### src/hdl/sliding_window_packet_scheduler_macros.svh
// Assertion macros for the sliding window packet scheduler.
`ifndef SLIDING_WINDOW_PACKET_SCHEDULER_MACROS_SVH
`define SLIDING_WINDOW_PACKET_SCHEDULER_MACROS_SVH
`ifndef SYNTHESIS
// Same-cycle implication, checked out of reset.
`define SWPS_ASSERT_IMP(label, clk, rst_n, ante, cons) \
    label: assert property (@(posedge clk) disable iff (!rst_n) (ante) |-> (cons)) \
        else $error("same-cycle check failed");
// Next-cycle implication, checked out of reset.
`define SWPS_ASSERT_NXT(label, clk, rst_n, ante, cons) \
    label: assert property (@(posedge clk) disable iff (!rst_n) (ante) |=> (cons)) \
        else $error("next-cycle check failed");
`else
`define SWPS_ASSERT_IMP(label, clk, rst_n, ante, cons)
`define SWPS_ASSERT_NXT(label, clk, rst_n, ante, cons)
`endif
`endif

### src/hdl/swps_pkg.sv
// Shared types, codes and constants of the sliding window packet scheduler.
`timescale 1ns / 1ps
`default_nettype none
package swps_pkg;

    localparam int MAX_WINDOW_DEF = 64;

    localparam int IDX_W     = 32;
    localparam int CNT_W     = 13;
    localparam int WIN_W     = 7;
    localparam int CFG_IDX_W = 2;
    localparam int CFG_W     = 13;
    localparam int S_DATA_W  = 64;
    localparam int M_DATA_W  = 80;

    localparam logic [CNT_W-1:0] PKT_MAX = 13'd4096;
    localparam logic [CNT_W-1:0] PKT_RST = 13'd64;
    localparam logic [WIN_W-1:0] WIN_RST = 7'd16;

    // configuration register indexes
    localparam logic [CFG_IDX_W-1:0] CFG_PKT_ELEMS = 2'd0;
    localparam logic [CFG_IDX_W-1:0] CFG_WINDOW    = 2'd1;
    localparam logic [CFG_IDX_W-1:0] CFG_INSTANT   = 2'd2;

    // input command codes
    localparam logic CMD_START  = 1'b0;
    localparam logic CMD_RETURN = 1'b1;

    // result kind codes
    localparam logic KIND_DESC = 1'b0;
    localparam logic KIND_DONE = 1'b1;

    typedef enum logic [2:0] {
        ST_IDLE,
        ST_DECODE,
        ST_DIV,
        ST_MUL,
        ST_EMIT,
        ST_DONE
    } t_state;

    typedef struct packed {
        logic load_in;     // capture accepted input transfer
        logic div_start;   // start packet count division
        logic div_load;    // latch slice totals, open burst
        logic ret_step;    // count a return, set refill index
        logic mul;         // form element offset of current index
        logic emit_desc;   // write descriptor to output register
        logic next_burst;  // advance burst index
        logic emit_done;   // write completion to output register
    } t_dp_cmd;

    typedef struct packed {
        logic cmd;         // command of captured item
        logic elems_zero;  // captured slice is empty
        logic instant;     // instant completion mode
        logic refill;      // returned index plus window is below total
        logic next_done;   // this return completes the slice
        logic recv_done;   // every packet received
        logic burst_last;  // current burst packet is the final one
        logic div_done;    // division finished
        logic out_free;    // output register can take a result
    } t_dp_sts;

endpackage
`default_nettype wire

### src/hdl/sliding_window_packet_scheduler.sv
// Sliding window packet scheduler: top level joining controller and datapath.
//
// Input stream (s side): tuser is the command (start slice / packet returned),
// tdata carries slice_elems in [31:0] and returned_index in [63:32].
// Output stream (m side): tuser is the result kind (descriptor / completion),
// tlast marks the final result of one input transfer, tdata carries
// pkt_index [31:0], packet_count [44:32], elem_offset [76:45].
// Configuration: write enable, index (0 packet size, 1 window, 2 instant
// mode) and data; a write takes effect at the clock edge it is seen.
// Timing: one item is handled at a time; tready is high only when the
// controller is idle. A refilling return passes through capture, decode,
// offset multiply and result write, then a completion write when it also
// completes the slice; a return that refills nothing skips the multiply and write.
// A start runs a bit-serial ceil division, then a multiply and a write per
// descriptor, for min(W, packets) descriptors in all.
// Instant or empty slices go to the completion write; ignored items go idle.
// A single output register sits on the m side; while the receiver stalls,
// the controller holds in its write state and nothing is lost.
// Reset (synchronous, active low) restores the configuration defaults
// and drops any slice in progress; no clearing pass is needed.
`timescale 1ns / 1ps
`default_nettype none
`include "sliding_window_packet_scheduler_macros.svh"
module sliding_window_packet_scheduler #(
    parameter int MAX_WINDOW = swps_pkg::MAX_WINDOW_DEF
) (
    input  wire logic                            i_clk,
    input  wire logic                            i_rst_n,
    // configuration write port
    input  wire logic                            i_cfg_we,
    input  wire logic [swps_pkg::CFG_IDX_W-1:0]  i_cfg_idx,
    input  wire logic [swps_pkg::CFG_W-1:0]      i_cfg_data,
    // input stream
    input  wire logic                            i_s_tvalid,
    output logic                                 o_s_tready,
    input  wire logic [swps_pkg::S_DATA_W-1:0]   i_s_tdata,  // slice_elems, returned_index
    input  wire logic                            i_s_tuser,  // cmd
    // result stream
    output logic                                 o_m_tvalid,
    input  wire logic                            i_m_tready,
    output logic [swps_pkg::M_DATA_W-1:0]        o_m_tdata,  // pkt_index, packet_count,
                                                             // elem_offset, zero pad
    output logic                                 o_m_tuser,  // kind
    output logic                                 o_m_tlast   // last
);
    import swps_pkg::*;

    t_dp_cmd w_cmd;
    t_dp_sts w_sts;

    // controller: owns the handshake on the input side and the active flag
    swps_ctrl u_ctrl (
        .i_clk      (i_clk),
        .i_rst_n    (i_rst_n),
        .i_s_tvalid (i_s_tvalid),
        .o_s_tready (o_s_tready),
        .i_sts      (w_sts),
        .o_cmd      (w_cmd)
    );

    // datapath: config registers, divider, counters, multiplier, output register
    swps_dp #(
        .MAX_WINDOW (MAX_WINDOW)
    ) u_dp (
        .i_clk      (i_clk),
        .i_rst_n    (i_rst_n),
        .i_cfg_we   (i_cfg_we),
        .i_cfg_idx  (i_cfg_idx),
        .i_cfg_data (i_cfg_data),
        .i_s_tdata  (i_s_tdata),
        .i_s_tuser  (i_s_tuser),
        .i_m_tready (i_m_tready),
        .o_m_tvalid (o_m_tvalid),
        .o_m_tdata  (o_m_tdata),
        .o_m_tuser  (o_m_tuser),
        .o_m_tlast  (o_m_tlast),
        .i_cmd      (w_cmd),
        .o_sts      (w_sts)
    );

    // results are written only into a free output register
    `SWPS_ASSERT_IMP(a_write_free, i_clk, i_rst_n, w_cmd.emit_desc || w_cmd.emit_done, w_sts.out_free)
    // one item at a time: ready drops right after a transfer
    `SWPS_ASSERT_NXT(a_one_item, i_clk, i_rst_n, i_s_tvalid && o_s_tready, !o_s_tready)
    // the divider never finishes the cycle after it starts
    `SWPS_ASSERT_NXT(a_div_span, i_clk, i_rst_n, w_cmd.div_start, !w_sts.div_done)
    // a completion is always the final result of its item
    `SWPS_ASSERT_IMP(a_done_last, i_clk, i_rst_n, o_m_tvalid && (o_m_tuser == KIND_DONE), o_m_tlast)

endmodule
`default_nettype wire

### src/hdl/swps_div.sv
// Radix-2 restoring divider giving ceil(dividend / divisor), one bit per cycle.
`timescale 1ns / 1ps
`default_nettype none
module swps_div (
    input  wire logic                        i_clk,
    input  wire logic                        i_rst_n,
    input  wire logic                        i_start,
    input  wire logic [swps_pkg::IDX_W-1:0]  i_dividend,
    input  wire logic [swps_pkg::CNT_W-1:0]  i_divisor,
    output logic                             o_done,
    output logic [swps_pkg::IDX_W-1:0]       o_ceil
);
    import swps_pkg::*;

    localparam int STEP_W = $clog2(IDX_W);

    logic              r_busy;
    logic              r_done;
    logic [STEP_W-1:0] r_step;
    logic [IDX_W-1:0]  r_q;
    logic [CNT_W-1:0]  r_rem;
    logic [CNT_W-1:0]  r_dvs;

    logic [CNT_W:0]    w_trial;
    logic              w_ge;
    logic [CNT_W:0]    w_diff;

    assign w_trial = {r_rem, r_q[IDX_W-1]};
    assign w_ge    = w_trial >= {1'b0, r_dvs};
    assign w_diff  = w_trial - {1'b0, r_dvs};

    always_ff @(posedge i_clk) begin
        if (!i_rst_n) begin
            r_busy <= 1'b0;
            r_done <= 1'b0;
            r_step <= '0;
        end else begin
            r_done <= 1'b0;
            if (i_start) begin
                r_busy <= 1'b1;
                r_step <= STEP_W'(IDX_W - 1);
            end else if (r_busy) begin
                r_step <= r_step - 1'b1;
                if (r_step == '0) begin
                    r_busy <= 1'b0;
                    r_done <= 1'b1;
                end
            end
        end
    end

    always_ff @(posedge i_clk) begin
        if (i_start) begin
            r_q   <= i_dividend;
            r_rem <= '0;
            r_dvs <= i_divisor;
        end else if (r_busy) begin
            r_q   <= {r_q[IDX_W-2:0], w_ge};
            r_rem <= w_ge ? w_diff[CNT_W-1:0] : w_trial[CNT_W-1:0];
        end
    end

    // divisor >= 1, so a nonzero remainder never carries past 32 bits
    assign o_done = r_done;
    assign o_ceil = r_q + IDX_W'(r_rem != '0);

endmodule
`default_nettype wire

### src/hdl/swps_dp.sv
// Datapath: configuration, slice counters, offset multiplier and output register.
`timescale 1ns / 1ps
`default_nettype none
module swps_dp #(
    parameter int MAX_WINDOW = swps_pkg::MAX_WINDOW_DEF
) (
    input  wire logic                            i_clk,
    input  wire logic                            i_rst_n,
    input  wire logic                            i_cfg_we,
    input  wire logic [swps_pkg::CFG_IDX_W-1:0]  i_cfg_idx,
    input  wire logic [swps_pkg::CFG_W-1:0]      i_cfg_data,
    input  wire logic [swps_pkg::S_DATA_W-1:0]   i_s_tdata,
    input  wire logic                            i_s_tuser,
    input  wire logic                            i_m_tready,
    output logic                                 o_m_tvalid,
    output logic [swps_pkg::M_DATA_W-1:0]        o_m_tdata,
    output logic                                 o_m_tuser,
    output logic                                 o_m_tlast,
    input  wire swps_pkg::t_dp_cmd               i_cmd,
    output swps_pkg::t_dp_sts                    o_sts
);
    import swps_pkg::*;

    localparam int BURST_W = $clog2(MAX_WINDOW + 1);
    localparam logic [WIN_W-1:0] WIN_MAX = WIN_W'(MAX_WINDOW);
    localparam int PROD_W = IDX_W + CNT_W;

    // configuration
    logic [CNT_W-1:0]   r_pkt_elems;
    logic [WIN_W-1:0]   r_window;
    logic               r_instant;

    // captured item
    logic               r_cmd;
    logic [IDX_W-1:0]   r_in_elems;
    logic [IDX_W-1:0]   r_ret_idx;

    // slice state
    logic [IDX_W-1:0]   r_slice_elems;
    logic [IDX_W-1:0]   r_total;
    logic [IDX_W-1:0]   r_recv;
    logic [IDX_W-1:0]   r_idx;
    logic [BURST_W-1:0] r_burst_left;
    logic [PROD_W-1:0]  r_prod;

    // output register
    logic               r_out_valid;
    logic               r_out_kind;
    logic [IDX_W-1:0]   r_out_idx;
    logic [CNT_W-1:0]   r_out_cnt;
    logic [IDX_W-1:0]   r_out_off;
    logic               r_out_last;

    logic [CNT_W-1:0]   w_pkt;
    logic [WIN_W-1:0]   w_win;
    logic               w_div_done;
    logic [IDX_W-1:0]   w_ceil;
    logic [IDX_W:0]     w_next;
    logic [IDX_W-1:0]   w_recv_inc;
    logic               w_in_slice;
    logic [IDX_W-1:0]   w_rest;
    logic [CNT_W-1:0]   w_cnt;
    logic               w_out_free;
    logic               w_burst_last;
    logic [BURST_W-1:0] w_burst_len;

    // effective packet size and window
    always_comb begin
        if (r_pkt_elems == '0) begin
            w_pkt = CNT_W'(1);
        end else if (r_pkt_elems > PKT_MAX) begin
            w_pkt = PKT_MAX;
        end else begin
            w_pkt = r_pkt_elems;
        end
        if (r_window == '0) begin
            w_win = WIN_W'(1);
        end else if (r_window > WIN_MAX) begin
            w_win = WIN_MAX;
        end else begin
            w_win = r_window;
        end
    end

    always_ff @(posedge i_clk) begin
        if (!i_rst_n) begin
            r_pkt_elems <= PKT_RST;
            r_window    <= WIN_RST;
            r_instant   <= 1'b0;
        end else if (i_cfg_we) begin
            case (i_cfg_idx)
                CFG_PKT_ELEMS: r_pkt_elems <= i_cfg_data;
                CFG_WINDOW:    r_window    <= i_cfg_data[WIN_W-1:0];
                CFG_INSTANT:   r_instant   <= i_cfg_data[0];
                default:       ;
            endcase
        end
    end

    always_ff @(posedge i_clk) begin
        if (i_cmd.load_in) begin
            r_cmd      <= i_s_tuser;
            r_in_elems <= i_s_tdata[IDX_W-1:0];
            r_ret_idx  <= i_s_tdata[2*IDX_W-1:IDX_W];
        end
    end

    swps_div u_div (
        .i_clk      (i_clk),
        .i_rst_n    (i_rst_n),
        .i_start    (i_cmd.div_start),
        .i_dividend (r_in_elems),
        .i_divisor  (w_pkt),
        .o_done     (w_div_done),
        .o_ceil     (w_ceil)
    );

    assign w_next      = {1'b0, r_ret_idx} + (IDX_W + 1)'(w_win);
    assign w_recv_inc  = r_recv + IDX_W'(1);
    assign w_burst_len = (w_ceil < IDX_W'(w_win)) ? BURST_W'(w_ceil) : BURST_W'(w_win);

    always_ff @(posedge i_clk) begin
        if (!i_rst_n) begin
            r_slice_elems <= '0;
            r_total       <= '0;
            r_recv        <= '0;
        end else if (i_cmd.div_load) begin
            r_slice_elems <= r_in_elems;
            r_total       <= w_ceil;
            r_recv        <= '0;
        end else if (i_cmd.ret_step) begin
            r_recv        <= w_recv_inc;
        end
    end

    always_ff @(posedge i_clk) begin
        if (i_cmd.div_load) begin
            r_idx        <= '0;
            r_burst_left <= w_burst_len;
        end else if (i_cmd.ret_step) begin
            r_idx        <= w_next[IDX_W-1:0];
        end else if (i_cmd.next_burst) begin
            r_idx        <= r_idx + IDX_W'(1);
            r_burst_left <= r_burst_left - BURST_W'(1);
        end
        if (i_cmd.mul) begin
            r_prod <= r_idx * w_pkt;
        end
    end

    // packet start must lie inside the slice; count is the rest, capped at P
    assign w_in_slice   = r_prod < PROD_W'(r_slice_elems);
    assign w_rest       = r_slice_elems - r_prod[IDX_W-1:0];
    assign w_cnt        = (w_rest < IDX_W'(w_pkt)) ? w_rest[CNT_W-1:0] : w_pkt;
    assign w_out_free   = !r_out_valid || i_m_tready;
    assign w_burst_last = r_burst_left == BURST_W'(1);

    always_ff @(posedge i_clk) begin
        if (!i_rst_n) begin
            r_out_valid <= 1'b0;
        end else if ((i_cmd.emit_desc && w_in_slice) || i_cmd.emit_done) begin
            r_out_valid <= 1'b1;
        end else if (i_m_tready) begin
            r_out_valid <= 1'b0;
        end
    end

    always_ff @(posedge i_clk) begin
        if (i_cmd.emit_done) begin
            r_out_kind <= KIND_DONE;
            r_out_idx  <= '0;
            r_out_cnt  <= '0;
            r_out_off  <= '0;
            r_out_last <= 1'b1;
        end else if (i_cmd.emit_desc && w_in_slice) begin
            r_out_kind <= KIND_DESC;
            r_out_idx  <= r_idx;
            r_out_cnt  <= w_cnt;
            r_out_off  <= r_prod[IDX_W-1:0];
            r_out_last <= (r_cmd == CMD_START) ? w_burst_last : !(r_recv >= r_total);
        end
    end

    assign o_m_tvalid = r_out_valid;
    assign o_m_tdata  = {(M_DATA_W - 2*IDX_W - CNT_W)'(0), r_out_off, r_out_cnt, r_out_idx};
    assign o_m_tuser  = r_out_kind;
    assign o_m_tlast  = r_out_last;

    always_comb begin
        o_sts.cmd        = r_cmd;
        o_sts.elems_zero = r_in_elems == '0;
        o_sts.instant    = r_instant;
        o_sts.refill     = w_next < {1'b0, r_total};
        o_sts.next_done  = w_recv_inc >= r_total;
        o_sts.recv_done  = r_recv >= r_total;
        o_sts.burst_last = w_burst_last;
        o_sts.div_done   = w_div_done;
        o_sts.out_free   = w_out_free;
    end

endmodule
`default_nettype wire

### src/hdl/swps_ctrl.sv
// Controller state machine: sequences decode, division, offset and result writes.
`timescale 1ns / 1ps
`default_nettype none
module swps_ctrl (
    input  wire logic               i_clk,
    input  wire logic               i_rst_n,
    input  wire logic               i_s_tvalid,
    output logic                    o_s_tready,
    input  wire swps_pkg::t_dp_sts  i_sts,
    output swps_pkg::t_dp_cmd       o_cmd
);
    import swps_pkg::*;

    t_state r_state;
    t_state n_state;
    logic   r_active;
    logic   n_active;

    always_ff @(posedge i_clk) begin
        if (!i_rst_n) begin
            r_state  <= ST_IDLE;
            r_active <= 1'b0;
        end else begin
            r_state  <= n_state;
            r_active <= n_active;
        end
    end

    always_comb begin
        n_state    = r_state;
        n_active   = r_active;
        o_cmd      = '0;
        o_s_tready = 1'b0;
        case (r_state)
            ST_IDLE: begin
                o_s_tready = 1'b1;
                if (i_s_tvalid) begin
                    o_cmd.load_in = 1'b1;
                    n_state       = ST_DECODE;
                end
            end
            ST_DECODE: begin
                if (i_sts.cmd == CMD_START) begin
                    if (r_active) begin
                        n_state = ST_IDLE;
                    end else if (i_sts.instant || i_sts.elems_zero) begin
                        n_state = ST_DONE;
                    end else begin
                        o_cmd.div_start = 1'b1;
                        n_state         = ST_DIV;
                    end
                end else if (!r_active) begin
                    n_state = ST_IDLE;
                end else begin
                    o_cmd.ret_step = 1'b1;
                    if (i_sts.refill) begin
                        n_state = ST_MUL;
                    end else if (i_sts.next_done) begin
                        n_state = ST_DONE;
                    end else begin
                        n_state = ST_IDLE;
                    end
                end
            end
            ST_DIV: begin
                if (i_sts.div_done) begin
                    o_cmd.div_load = 1'b1;
                    n_active       = 1'b1;
                    n_state        = ST_MUL;
                end
            end
            ST_MUL: begin
                o_cmd.mul = 1'b1;
                n_state   = ST_EMIT;
            end
            ST_EMIT: begin
                if (i_sts.out_free) begin
                    o_cmd.emit_desc = 1'b1;
                    if (i_sts.cmd == CMD_START) begin
                        if (i_sts.burst_last) begin
                            n_state = ST_IDLE;
                        end else begin
                            o_cmd.next_burst = 1'b1;
                            n_state          = ST_MUL;
                        end
                    end else if (i_sts.recv_done) begin
                        n_state = ST_DONE;
                    end else begin
                        n_state = ST_IDLE;
                    end
                end
            end
            ST_DONE: begin
                if (i_sts.out_free) begin
                    o_cmd.emit_done = 1'b1;
                    n_active        = 1'b0;
                    n_state         = ST_IDLE;
                end
            end
            default: begin
                n_state = ST_IDLE;
            end
        endcase
    end

endmodule
`default_nettype wire
### config.mk
export PLATFORM = sky130hd
export DESIGN_NAME = sliding_window_packet_scheduler
export DESIGN_NICKNAME = d
export VERILOG_FILES = /design/src/hdl/swps_pkg.sv /design/src/hdl/sliding_window_packet_scheduler.sv /design/src/hdl/swps_div.sv /design/src/hdl/swps_dp.sv /design/src/hdl/swps_ctrl.sv
export VERILOG_INCLUDE_DIRS = /design/src /design/src/hdl
export SDC_FILE = /design/constraint.sdc
export NUM_CORES = 2
export LEC_CHECK = 0
export ABC_AREA = 1
export BUFFER_PORTS_ARGS = -buffer_cell sky130_fd_sc_hd__buf_4
export CORE_MARGIN = 2
export CORE_UTILIZATION = 45
export CTS_BUF_LIST = sky130_fd_sc_hd__clkbuf_8
export DETAILED_ROUTE_END_ITERATION = 10
export HOLD_SLACK_MARGIN = 0.05
export PLACE_DENSITY = 0.64
export RECOVER_POWER = 25
export SLEW_MARGIN = 10
export SYNTH_ARGS = -nofsm -noshare
export SYNTH_HDL_FRONTEND = slang
export SYNTH_SLANG_ARGS = --single-unit
### constraint.sdc
create_clock -name i_clk -period 7.15 [get_ports i_clk]
set_clock_uncertainty 0.15 [all_clocks]
set_input_delay 1.43 -clock i_clk [delete_from_list [all_inputs] [get_ports i_clk]]
set_output_delay 1.43 -clock i_clk [all_outputs]
set_load 0.01 [all_outputs]
Word-level counts from Yosys, hierarchy flattened:

Index checks and enable logic that the tools add are counted.

* magnitude comparators: 9
* multipliers: 1
* reduce and logical (&&, ||, !) cells: 26
* equal/unequal tests: 13
* mux-type cells: 59
* bitwise operators: 2
* add/subtract/negate cells: 8

Operators by type and width (number)
* $mux W32: 4
* $add A32 B1 Y32 const B: 2
* $ge A32 B32 Y1: 2
* $mux W13: 4
* $lt A45 B32 Y1: 1
* $mul A32 B13 Y45: 1
* $mux W7: 6
* $mux W3: 12
* $add A32 B7 Y33: 1
* $lt A33 B32 Y1: 1
* $add A32 B1 Y32: 1
* $logic_not A32 Y1: 1
* $lt A32 B13 Y1: 1
* $lt A32 B7 Y1: 1
* $sub A32 B32 Y32: 1
* $mux W1: 26
* $pmux W3 S6: 1
* $ge A14 B13 Y1: 1
* $gt A13 B13 Y1 const B: 1
* $logic_not A13 Y1: 1
* $reduce_bool A13 Y1: 1
* $sub A13 B13 Y13: 1
* $mux W5: 2
* $reduce_bool A2 Y1: 5
* 26 further kinds: 40

* output and inout port bits: 84
* word-level logic and storage cells: 144
* flip-flop bits (word level): 415
* input bits: 85

Depth between registers and ports, before layout:

* depth in word-level cells: 9
* mapped depth: 31
* gate-level depth less buffers: 29

Modules after synthesis:

From an unflattened synthesis, not the netlist that was laid out.

* cell total of the unflattened synthesis: 5133
* area total of the unflattened synthesis: 38688.4 um^2

Modules (own cells, without submodules)
* swps_dp: sequential area each 8097.8 um^2, times used 1, area an instance 33787.4 um^2, cells each 4465
* swps_div: sequential area each 1751.7 um^2, times used 1, area an instance 4490.6 um^2, cells each 595
* swps_ctrl: sequential area each 80.1 um^2, times used 1, area an instance 410.4 um^2, cells each 73

Least setup slack after synthesis:

Ideal clock, no wire load.

* path type: reg-to-reg
* from: reg u_dp.r_pkt_elems[0]
* to: reg u_dp.r_prod[27] (data pin)
* required time: 6.738 ns
* data arrival time: 5.880 ns
* path buffers: 1
* clock period less this slack: 6.292 ns
* cell stages (with the launch flop): 25
* setup time: 0.262 ns
* setup slack: 0.858 ns
* path through: dfxtp_1 nor2_1 nand2_1 o31ai_2 nand2_1 inv_1 clkbuf_1 nand2_1 fa_1 fa_1 inv_1 fa_1 fa_1 inv_1 fa_1 inv_1 ha_1 a21oi_1 inv_1 a31oi_1 a21boi_0 o21ai_1 a21boi_0 o21ai_1 xor2_1

* longest elaborated chain between the ends: 4
* elaborated cells on any way between the ends: 5
* classes of those cells: mul (1); order compare (1); mux (2); reduce/logical (1)

Ends and longest elaborated chain
* start, declared: RTL line swps_dp.sv:29 `logic [CNT_W-1:0] r_pkt_elems;`
* start signal, assigned: RTL line swps_dp.sv:92 `CFG_PKT_ELEMS: r_pkt_elems <= i_cfg_data;`
* $gt A13 B13 Y1: RTL line swps_dp.sv:71 `end else if (r_pkt_elems > PKT_MAX) begin`
* $mux W13: RTL line swps_dp.sv:71
* $mux W13 (*): RTL line swps_dp.sv:69 `if (r_pkt_elems == '0) begin`
* $mul A32 B13 Y45 (*): RTL line swps_dp.sv:147 `r_prod <= r_idx * w_pkt;`
* end signal, assigned: RTL line swps_dp.sv:147
* end, declared: RTL line swps_dp.sv:44 `logic [PROD_W-1:0] r_prod;`

Mark *: on every way between the ends. The rest lies on a longest branch, timed or not.
A chain may end at the register's enable or synchronous reset.

Final worst setup path:

* from: reg u_dp.r_pkt_elems[2]
* to: reg u_dp.r_prod[44] (data pin)

Same word-level chain as after synthesis.

==> out/metrics.csv <==
metric,value,unit
drt-wirelength-per-cell,19.9,µm
via_count,33300,
nets,5805,
rows,106,
leakagePower,21.1,nW
cts_sinks,415,
die_y,294,µm
critPathArrivalTime,7.05,ns
relSlewSlack,-1.57,
tns,0,ns
critical_path_depth,27,
regArea,9930,µm²
wl_met2,56900,µm
ys_async_sr_fraction,0,
slew_violations,146,
r2r_end,u_dp.r_prod[44],
crit_path_top_delay_cell,fa_1,
grt_use_total,0.291,
final_layout_size_suffix_gt1_frac,0.0855,
ff2ff_path_depth,27,
synthAdderAreaFrac,0.273,
total_power,11.0,mW
worstSetupStartpointType,flip-flop,
synth_xor_area_frac,0.0363,
fp.dieW,294,µm
holdCritPathClass,flip-flop to flip-flop,
drtAntennaViolNets,0,
fin_crit_sh,0.942,
path_max_fanout,22,
gp_congestion,0.965,
grt_max_degree,142,
netlist_area,37800,µm²
yosys-top-cells-area,"fa_1, dfxtp_1, edfxtp_1",
cts_root_buf,clkbuf_8,
synth_area_leader_cell,fa_1,
hold_depth,2,
synth_top_family_by_area,adder cells,
rsz0062_at_grt,no,
synth-seq-cells,415,
port_buffers,165,
routed_wl,124000,µm
grt_pass1_wl,191000,µm
synthMuxAreaShare,0,
yosysWarnings,0,
area_delta_synth_final,10.9,%
drv_cap,3,
syn_inst,4941,
clkLatencyLatePin,0.71,ns
dp_hpwl,100000,µm
worstMarginPinSlew,3.85,ns
setup_violations,0,
cpPeakStageDelay,0.55,ns
drt_first_pass_iters,5,
cts_tree,built,
ys.flop_type,dfxtp_1,
fin_util,0.503,
cts_setup_buffers,0,
r2r_start,u_dp.r_pkt_elems[2],
synth-seq-area-share,0.262,
post_synth.cell_area_avg,7.66,µm²
start_util,0.454,
clockBufferDepth,3,
crit_family,adder cells,
violations,"capacitance limit, slew limit",
m1WireLength,52700,µm
ys_types,68,
crit_buf_inv,7,
wl_met3,9810,µm
overflow,0,
crit_type,flip-flop to flip-flop,
power.density,261,nW/µm²
multi_input_area,23400,µm²
irDropWorstVdd,0.242,mV
hold_viol,0,
drc,0,
drtIter0Drc,3085,
post-route-min-period,6.73,ns
synth_compound_area_frac,0.101,
highest_layer,met5,
crit_required,7.46,ns
ios,169,
clk_pin_slew,0.06,ns
outcome,"complete, but fails checks",
rrSetupSlack,0.42,ns
cts_buffers,78,
grt_antenna_before_repair,9,
drt-vias-per-instance,5.34,
htree_levels,3,
grt_pass1_vias,32400,
min_to,u_dp.o_m_tuser,
fp.coreArea,83400,µm²
worstHoldStart,u_dp.o_m_tuser,
die-area,86400,µm²
yosys.area_share.simple,0.205,
synth_edf_count,162,
synth_top_area_share,0.176,
crit_path_end_kind,flip-flop,
n_fill_cell,8188,
fmax,0.149,GHz
[flip-flops by register name (all words and copies together) (netlist names), 3 cells and up]
register	count
u_dp.r_recv	32
u_dp.r_out_idx	32
u_dp.r_out_cnt	13
u_dp.r_idx	32
u_ctrl.r_state	3
u_dp.r_slice_elems	32
u_dp.r_pkt_elems	13
u_dp.r_window	7
u_dp.r_ret_idx	32
u_dp.r_prod	45
u_dp.u_div.r_dvs	13
u_dp.u_div.r_q	32
u_dp.u_div.r_step	5
u_dp.r_in_elems	32
u_dp.r_total	32
u_dp.u_div.r_rem	13
u_dp.r_burst_left	7
u_dp.r_out_off	32
[tightest hold or removal path: stages, from the launching register on]
cell	delay, ns
dfxtp_1	0.31
nand2_1	0.06
nand2_1	0.04
[metal layers]
metal  up-vias  GRT usage
met5         -          0
met4         2      0.117
met3       250     0.0489
met2      1266      0.470
met1     16000      0.389
li1      15800          -
[synth_stat cells, types with 15 or more instances]
library cell	count
inv_1	1003
nand2_1	939
nor2_1	519
fa_1	333
ha_1	294
a21oi_1	272
dfxtp_1	253
o21ai_0	235
edfxtp_1	162
nand3_1	157
clkbuf_1	122
xor2_1	118
nor3_1	72
o22ai_1	64
nand4_1	56
xnor2_1	39
inv_2	22
buf_2	20
nor4_1	20
a31oi_1	18
clkinv_1	18
buf_1	17
o211ai_1	15
[per-stage QoR]
stage | instances | area (µm²) | hold slack [ns] | worst slack, ns
floorplan | 4943 | 37800 | 0.295 | 0.858
global placement | 6093 | 40400 | 0.284 | 0.239
CTS | 6236 | 42000 | 0.300 | 0.113
detailed placement | 6093 | 40400 | 0.286 | 0.131
global route | 6237 | 42000 | 0.333 | 0.00225
finish | 6240 | 42000 | 0.297 | 0.418
[cell usage in the layout, fill, tap and decap left out, drive strengths merged, types with 35 or more instances in the layout]
master,instances
nor3,82
dfxtp,253
xor2,118
ha,294
buf,164
a21oi,274
clkbuf,161
nand4,57
nor2,538
xnor2,39
fa,333
o22ai,64
inv,1055
nand2,951
clkinv,35
nand3,164
o21ai,248
edfxtp,162
[cell type report]
cell class,instances,area share
inverters,1043,0.0933
repair buffers,235,0.0427
diodes,4,0.000238
multi-input cells,3320,0.557
well taps,1080,0.0322
clock inverters,53,0.00864
clock buffers,90,0.0295
flip-flops and latches,415,0.237
[report_power, final]
| part | internal [mW] | switching [mW] |
|---|---|---|
| logic | 1.73 | 3.46 |
| clock network | 1.30 | 1.14 |
| registers | 2.98 | 0.337 |
| total | 6.01 | 4.94 |
[how the worst max path moves through the flow]
stage | startpoint | to | slack (ns)
finish | u_dp.r_pkt_elems[2] | u_dp.r_prod[44] | 0.42
global route | u_dp.r_pkt_elems[4] | u_dp.r_prod[44] | 0.002
CTS | u_dp.r_pkt_elems[2] | u_dp.r_prod[31] | 0.11
detailed placement | u_dp.r_pkt_elems[2] | u_dp.r_prod[27] | 0.13
global placement | u_dp.r_pkt_elems[2] | u_dp.r_prod[31] | 0.24
floorplan | u_dp.r_pkt_elems[0] | u_dp.r_prod[27] | 0.86
[cells by family (layout without fill, tap and decap cells)]
logic type,count (synthesis),count (layout)
buffers and inverters,1208,1421
AOI/OAI and AO/OA,690,690
adders and majority gates,627,627
xor gates and xnor gates,157,157
other,1,7
DFF,415,415
and+or+nand+nor,1843,1843
[repair_timing]
| action | CTS | global route |
|---|---|---|
| resized for setup | 0 | 3 |
| endpoints found under the setup margin | 0 | 16 |
| hold buffers | 0 | 0 |
No activity file was read; power rests on OpenSTA's default activity.
